File: config.mk
export PLATFORM = sky130hd
export DESIGN_NAME = mlm_peak_judge
export DESIGN_NICKNAME = d
export VERILOG_FILES = /design/src/sv/mlm_pkg.sv /design/src/sv/mlm_peak_judge.sv
export SDC_FILE = /design/constraint.sdc
export NUM_CORES = 1
export LEC_CHECK = 0
export BUFFER_PORTS_ARGS = -buffer_cell sky130_fd_sc_hd__buf_4
export CORE_ASPECT_RATIO = 0.8
export CORE_UTILIZATION = 35
export DETAILED_ROUTE_END_ITERATION = 8
export GPL_ROUTABILITY_DRIVEN = 0
export SYNTH_ARGS = -nofsm -noshare
export SYNTH_HDL_FRONTEND = slang
export SYNTH_SLANG_ARGS = --single-unit
File: constraint.sdc
create_clock -name vclk -period 3.6
set_clock_uncertainty 0.15 [all_clocks]
set_input_delay 0.18 -clock vclk [all_inputs]
set_output_delay 0.18 -clock vclk [all_outputs]
set_load 0.02 [all_outputs]
File: src/sv/mlm_pkg.sv
// mlm_pkg: shared constants, types and helpers of the masked 3x3 local maximum unit
// no dependencies; imported by the interfaces, the line buffer, the peak judge and the top

package mlm_pkg;

  localparam int MAX_WIDTH  = 1024;
  localparam int MAX_HEIGHT = 1024;
  localparam int VALUE_W    = 16;
  localparam int COL_W      = $clog2(MAX_WIDTH);
  localparam int ROW_W      = $clog2(MAX_HEIGHT);
  localparam int DIM_W      = 11;
  localparam int CFG_IDX_W  = 1;

  localparam logic [CFG_IDX_W-1:0] REG_FRAME_WIDTH  = 1'b0;
  localparam logic [CFG_IDX_W-1:0] REG_FRAME_HEIGHT = 1'b1;

  localparam logic [DIM_W-1:0] FRAME_WIDTH_RST  = DIM_W'(640);
  localparam logic [DIM_W-1:0] FRAME_HEIGHT_RST = DIM_W'(480);
  localparam logic [DIM_W-1:0] WIDTH_LIMIT      = DIM_W'(MAX_WIDTH);
  localparam logic [DIM_W-1:0] HEIGHT_LIMIT     = DIM_W'(MAX_HEIGHT);

  typedef logic [COL_W-1:0] col_addr_t;
  typedef logic [ROW_W-1:0] row_idx_t;
  typedef logic signed [VALUE_W-1:0] sample_t;

  // center line entry: sample with its highlight bit
  typedef struct packed {
    logic    mask;
    sample_t value;
  } center_t;

  // one column of the 3x3 window, rows top to bottom
  typedef struct packed {
    sample_t top;
    center_t mid;
    sample_t bot;
  } win_col_t;

  // which neighbors of the center lie inside the image
  typedef struct packed {
    logic up;
    logic down;
    logic left;
    logic right;
  } nb_valid_t;

  function automatic logic [DIM_W-1:0] clamp_dim(input logic [DIM_W-1:0] v,
                                                 input logic [DIM_W-1:0] hi);
    logic [DIM_W-1:0] r;
    r = v;
    if (v == '0) r = DIM_W'(1);
    else if (v > hi) r = hi;
    return r;
  endfunction

endpackage

File: src/sv/mlm_peak_judge.sv
// mlm_peak_judge: 3x3 compare of the center against its in-image neighbors
// depends on mlm_pkg for the window column and neighbor flag types

module mlm_peak_judge (
  input  mlm_pkg::win_col_t  left_col,
  input  mlm_pkg::win_col_t  center_col,
  input  mlm_pkg::win_col_t  right_col,
  input  mlm_pkg::nb_valid_t nb,
  output logic               is_peak
);
  import mlm_pkg::*;

  sample_t c;
  logic    beaten;

  assign c = center_col.mid.value;

  // ties do not beat the center
  always_comb begin
    beaten = 1'b0;
    if (nb.up   && center_col.top > c) beaten = 1'b1;
    if (nb.down && center_col.bot > c) beaten = 1'b1;
    if (nb.left) begin
      if (left_col.mid.value > c)         beaten = 1'b1;
      if (nb.up   && left_col.top > c)    beaten = 1'b1;
      if (nb.down && left_col.bot > c)    beaten = 1'b1;
    end
    if (nb.right) begin
      if (right_col.mid.value > c)        beaten = 1'b1;
      if (nb.up   && right_col.top > c)   beaten = 1'b1;
      if (nb.down && right_col.bot > c)   beaten = 1'b1;
    end
  end

  assign is_peak = center_col.mid.mask && !beaten;
endmodule

==> results of run 1 <==
==> how the worst max path moves through the flow <==
stage               to  slack, ns  depth (start not counted)
6_report       is_peak       0.65                         10
5_1_grt        is_peak       0.54                         10
4_1_cts        is_peak       0.64                         10
3_5_place_dp   is_peak       0.67                         10
3_3_place_gp   is_peak       0.68                         10
2_1_floorplan  is_peak       1.13                          8
==> per-layer routing <==
metal	routed length [µm]	global-route usage, %	part of all wire (%)
met4	23	0.505	0.24
met3	557	1.54	5.7
met2	4620	41.0	47
met5	0	0	0
met1	4560	27.8	47
==> layout make-up <==
| type | count | area [µm²] | share of cell area, % |
|---|---|---|---|
| Inverter | 29 | 109 | 2.55 |
| Multi-Input combinational cell | 336 | 2890 | 67.8 |
| Tap cell | 108 | 135 | 3.16 |
| Timing Repair Buffer | 151 | 1130 | 26.5 |
==> worst min-delay path, delay by kind of cell <==
family	cells	cell delay, ns
buf+inv	2	0.26
simple gates	1	0.15
compound gates	1	0.07
==> where the power goes <==
group / switching (mW) / internal [mW] / total, mW
registers: 0 / 0 / 0
logic: 0.222 / 0.252 / 0.474
clock network: 0 / 0 / 0
total: 0.222 / 0.252 / 0.474
==> cell families after synthesis <==
kind of cell | count (synthesis)
AND/OR/NAND/NOR | 103
AO/OA/AOI/OAI | 102
multiplexers | 3
adder cells (fa/ha/maj) | 128
buffers and inverters | 29
==> layout by cell type, fill, tap and decap left out, drive strengths merged, types with 2 or more instances in the layout <==
cell type | netlist | layout
buf | 0 | 151
ha | 128 | 128
a21oi | 39 | 39
inv | 29 | 29
nand4 | 25 | 25
nand2 | 24 | 24
nor2 | 14 | 14
o21ai | 12 | 12
a21o | 11 | 11
nand3 | 9 | 9
nor2b | 8 | 8
o211ai | 8 | 8
a31oi | 7 | 7
and4 | 4 | 4
o21a | 4 | 4
nor4 | 3 | 3
nand3b | 3 | 3
and3 | 3 | 3
a211o | 3 | 3
mux2i | 3 | 3
a2111o | 2 | 2
or4b | 2 | 2
o211a | 2 | 2
a211oi | 2 | 2
or4 | 2 | 2
a21boi | 2 | 2
==> metrics by stage <==
stage	instance area, µm²	instances
finish	4270	624
global route	4270	624
CTS	4270	624
detailed placement	4270	624
global placement	4270	624
floorplan	3000	365
==> out/results.txt, run 1 <==
Status: finished clean
Die Wd: 106 µm
Detailed-route via count: 3352
Slew @ Worst Pin: 0.531 ns
GRT overflow: 0
RSZ-0062 raised after global routing: no
Required time worst endpoint: 3.27 ns
CP endpoint kind: output port
Syn avg cell area: 8.23 µm²
P per Cell Area: 111 mW/mm²
Slowest Stage Delay on Critical Path: 0.57 ns
Site row count: 29
Initial antenna violation count: 0
Critical path class: input port to output port
Initial cell density of the core: 36.9%
CP arrival: 2.62 ns
Post-synthesis sequential area ratio: 0%
CTS resizes: 0
Most instantiated cells after synthesis: ha_1 (128), a21oi_1 (38), inv_1 (29)
Setup Viol. Count Final: 0
I/O pin total: 152
Largest family of logic cells by synthesized area: adder cells
Post-Syn Area: 0.00300 mm²
HP Start: nb[1]
Final setup margin: 0.648 ns
Mux cell area share after synthesis: 1.42%
Startpoint Class: input port
Crit Path Max Fanout: 8
DR pass1 iterations: 4
Final total power: 474 µW
Worst hold stages: 4
Seq cells: 0
Tcrit/Tclk final: 82.0%
Layout Area Growth over Synthesis: 42.3%
Final Hold Fails: 0
Die Area: 0.00896 mm²
# clk buffers: 0
Worst Setup SP: center_col[31]
Fin crit period: 2.95 ns
Largest net degree at the start of global routing: 9
Pre-CTS setup slack: 0.674 ns
Adder-Cell Fraction of Synth Area: 53.3%
Final Slew Violations: 0
Simple-Gate Fraction of Synth Area: 19.3%
Via density per instance: 5.37
# port buffers: 150
Core area: 0.00813 mm²
Share of cells above drive strength 1: 30.8%
Hold crit path type: input port to output port
Slew HR: 63.7%
Post-CTS Setup Inserts: 0
Routed wire per std cell: 15.6 µm
Total GRT Usage: 21.4%
Net Count, Synth: 644
Fillers: 820
Compound-Gate Fraction of Synth Area: 22.3%
CP Buf/Inv Count: 3
Area fraction of the dominant cell type after synthesis: 53.3%
Mapped Cells: 365
Worst Hold Endpoint: is_peak
Diode count: 0
Yosys warnings: 0
Final ANT Viol Nets: 0
Register area: 0 µm²
Max cap viols: 0
Post-route DRC: 0
Die Y: 84.8 µm
First-pass GRT wire length: 15600 µm
Cell taking the most area after synthesis: ha_1
Hold WS: 0.688 ns
Number of global-route vias before repair: 3501
Leak Pwr: 2.32 nW
Synth Area in XOR/XNOR: 0%
CP delay by family, top: simple AND/OR/NAND/NOR gates
Crit-path cells: buf_4, inv_1, ha_1, nand4_2, a2111o_1, and3_1, or4b_1, o211a_1, and3_1, buf_4
Setup TNS: 0 ns
Yosys cell types: 50
Violation count after the first detailed-routing iteration: 87
Area contributors post-synth: ha_1 (53%), a21oi_1 (6.3%), nand4_1 (5.0%)
CTS Hold Buffers Added: 0
Routed WL: 9770 µm
Nets: 797
CP max stage cell: or4b_1
Core Util, Final: 52.6%
Worst vdd ir: 53.6 µV
DP Wirelength: 8870 µm
Most frequent cell after synthesis: ha_1
Fmax: 0.339 GHz
(Power assumes the default switching activity.)
==> run 2, diff against run 1 <==
--- a/config.mk
+++ b/config.mk
@@ -5,11 +5,13 @@
 export SDC_FILE = /design/constraint.sdc
 export NUM_CORES = 1
 export LEC_CHECK = 0
+export ABC_AREA = 1
 export BUFFER_PORTS_ARGS = -buffer_cell sky130_fd_sc_hd__buf_4
 export CORE_ASPECT_RATIO = 0.8
 export CORE_UTILIZATION = 35
 export DETAILED_ROUTE_END_ITERATION = 8
 export GPL_ROUTABILITY_DRIVEN = 0
+export PLACE_DENSITY = 0.65
 export SYNTH_ARGS = -nofsm -noshare
 export SYNTH_HDL_FRONTEND = slang
 export SYNTH_SLANG_ARGS = --single-unit
==> constraint.sdc (replaced) <==
create_clock -name vclk -period 2.49
set_clock_uncertainty 0.15 [all_clocks]
set_input_delay 0.1245 -clock vclk [all_inputs]
set_output_delay 0.1245 -clock vclk [all_outputs]
set_load 0.02 [all_outputs]
==> run 2 against run 1 <==
Net effect: the run now ends with DRC left; worst setup slack lost 0.42 ns; first-iteration DRC count grew 120%; routed wire length grew 3.0%; highest routed layer unchanged.
==> out/results.txt, run 2 <==
Status: complete, but fails checks (was finished clean)
Failing checks: DRC
Fillers: 915 (was 820)
Share of cells above drive strength 1: 25.1% (was 30.8%)
Leak Pwr: 2.82 nW (was 2.32 nW)
Core area: 0.00915 mm² (was 0.00813 mm²)
Routed wire per std cell: 12.7 µm (was 15.6 µm)
DR pass1 iterations: 6 (was 4)
Slew @ Worst Pin: 0.388 ns (was 0.531 ns)
Max cap viols: 0 (unchanged)
Slowest Stage Delay on Critical Path: 0.40 ns (was 0.57 ns)
Most frequent cell after synthesis: nand2_1 (was ha_1)
Seq cells: 0 (unchanged)
Syn avg cell area: 6.34 µm² (was 8.23 µm²)
Number of global-route vias before repair: 3556 (was 3501)
Slew HR: 74.1% (was 63.7%)
Final Slew Violations: 0 (unchanged)
Crit-path cells: buf_4, clkinvlp_4, ha_1, nand2_2, nor2_4, nand2_2, nor2_4, nand2_2, nand3_2, nand2_2, nand3_2, nand2_1, nand2_1, nand3_1, nor2_1, buf_4 (was buf_4, inv_1, ha_1, nand4_2, a2111o_1, and3_1, or4b_1, o211a_1, and3_1, buf_4)
Initial antenna violation count: 0 (unchanged)
Setup Viol. Count Final: 0 (unchanged)
Net Count, Synth: 803 (was 644)
Layout Area Growth over Synthesis: 38.3% (was 42.3%)
CP endpoint kind: output port (unchanged)
CP arrival: 1.99 ns (was 2.62 ns)
GRT overflow: 0 (unchanged)
Critical Path Most Common Cell: nand2_2
Hold WS: 0.462 ns (was 0.688 ns)
Critical path class: input port to output port (unchanged)
# clk buffers: 0 (unchanged)
Register area: 0 µm² (unchanged)
Mapped Cells: 524 (was 365)
Most common cell after layout, fill and taps aside: nand2_1 (was buf_4)
Fin crit period: 2.26 ns
Hold crit path type: input port to output port (unchanged)
Diode count: 0 (unchanged)
CP max stage cell: ha_1 (was or4b_1)
CP Buf/Inv Count: 3 (unchanged)
P per Cell Area: 161 mW/mm² (was 111 mW/mm²)
Total GRT Usage: 20.3% (was 21.4%)
Design area: 0.00460 mm² (was 0.00427 mm²)
Nets: 955 (was 797)
Initial cell density of the core: 36.3% (was 36.9%)
CP delay by family, top: simple AND/OR/NAND/NOR gates (unchanged)
Setup TNS: 0 ns (unchanged)
# port buffers: 150 (unchanged)
Violation count after the first detailed-routing iteration: 194 (was 87)
RSZ-0062 raised after global routing: no (unchanged)
First-pass GRT wire length: 16300 µm (was 15600 µm)
Area fraction of the dominant cell type after synthesis: 48.2% (was 53.3%)
Area contributors post-synth: ha_1 (48%), nand2_1 (18%), inv_1 (9.0%) (was ha_1 (53%), a21oi_1 (6.3%), nand4_1 (5.0%))
I/O pin total: 152 (unchanged)
Post-synthesis sequential area ratio: 0% (unchanged)
Required time worst endpoint: 2.22 ns (was 3.27 ns)
Tcrit/Tclk final: 90.8%
Largest net degree at the start of global routing: 9 (unchanged)
DP Wirelength: 9090 µm (was 8870 µm)
Detailed-route via count: 3764 (was 3352)
Most frequent cells in the layout: nand2_1 (159), buf_4 (150), ha_1 (128) (was buf_4 (151), ha_1 (128), a21oi_1 (38))
Startpoint Class: input port (unchanged)
Final Hold Fails: 0 (unchanged)
Post-CTS Setup Inserts: 0 (unchanged)
Worst vdd ir: 70.3 µV (was 53.6 µV)
Via density per instance: 4.77 (was 5.37)
Post-Syn Area: 0.00332 mm² (was 0.00300 mm²)
Final ANT Viol Nets: 0 (unchanged)
Placed Area: 0.00459 mm² (was 0.00427 mm²)
Yosys cell types: 22 (was 50)
Yosys warnings: 0 (unchanged)
Routed WL: 10100 µm (was 9770 µm)
Site row count: 31 (was 29)
Cell taking the most area after synthesis: ha_1 (unchanged)
Die Y: 89.2 µm (was 84.8 µm)
Crit Path Max Fanout: 8 (unchanged)
Post-route DRC: 22 (was 0)
Die Area: 0.00989 mm² (was 0.00896 mm²)
Die Wd: 111 µm (was 106 µm)
Most instantiated cells after synthesis: nand2_1 (159), ha_1 (128), inv_1 (80) (was ha_1 (128), a21oi_1 (38), inv_1 (29))
Fmax: 0.442 GHz
-- run 2: cell count changes after synthesis, sizes merged, moves of 5 or more --
| cell | delta |
|---|---|
| nor2 | +27 |
| nor2b | -8 |
| o211ai | -8 |
| inv | +55 |
| nand2 | +142 |
| a21o | -7 |
| nand3 | +18 |
| a31oi | -5 |
| nand4 | -17 |
| o21ai | -9 |
-- run 2: timing repair --
item,in CTS,in global routing
resized for setup,0,1
hold endpoints to repair,0,0
endpoints found under the setup margin,0,1
hold buffers,0,0
-- run 2: where the power goes --
| part | total [mW] | internal [mW] | switching (mW) |
|---|---|---|---|
| combinational | 0.739 | 0.365 | 0.374 |
| sequential | 0 | 0 | 0 |
| clock | 0 | 0 | 0 |
-- run 2: final cells by class --
| cell class | count | area [µm²] | share of cell area, % |
|---|---|---|---|
| inverter | 87 | 330 | 7.18 |
| multi-input combinational | 437 | 3000 | 65.2 |
| tap | 115 | 144 | 3.13 |
| timing repair buffer | 150 | 1130 | 24.5 |
-- run 2: path summary, 6_finish.rpt --
kind	startpoint	end	slack [ns]	cells past startpoint
setup / recovery	center_col[31]	is_peak	0.23	16
hold / removal	nb[0]	is_peak	0.46	5
-- run 2: kinds of logic after synthesis --
family / after synthesis / share of synthesized area [%]
simple gates: 247 / 31.5
buf+inv: 87 / 9.82
compound gates: 62 / 10.5
fa+ha+maj: 128 / 48.2
-- run 2: stage by stage --
step	power (mW)	setup WS, ns	cells	util (%)
CTS	0.747	0.175	789	50.2
detailed placement	0.742	0.174	789	50.2
global placement	0.712	0.203	789	50.2
global route	0.859	0.0102	789	50.2
floorplan	0.432	0.603	524	-
finish	0.739	0.230	789	50.2
-- run 2: per-layer routing --
metal	GRT usage, %	wire, µm	up-vias
li1	-	-	2037
met5	0	0	-
met4	1.25	50	0
met1	26.9	4780	1606
met3	3.05	858	2
met2	36.7	4370	119
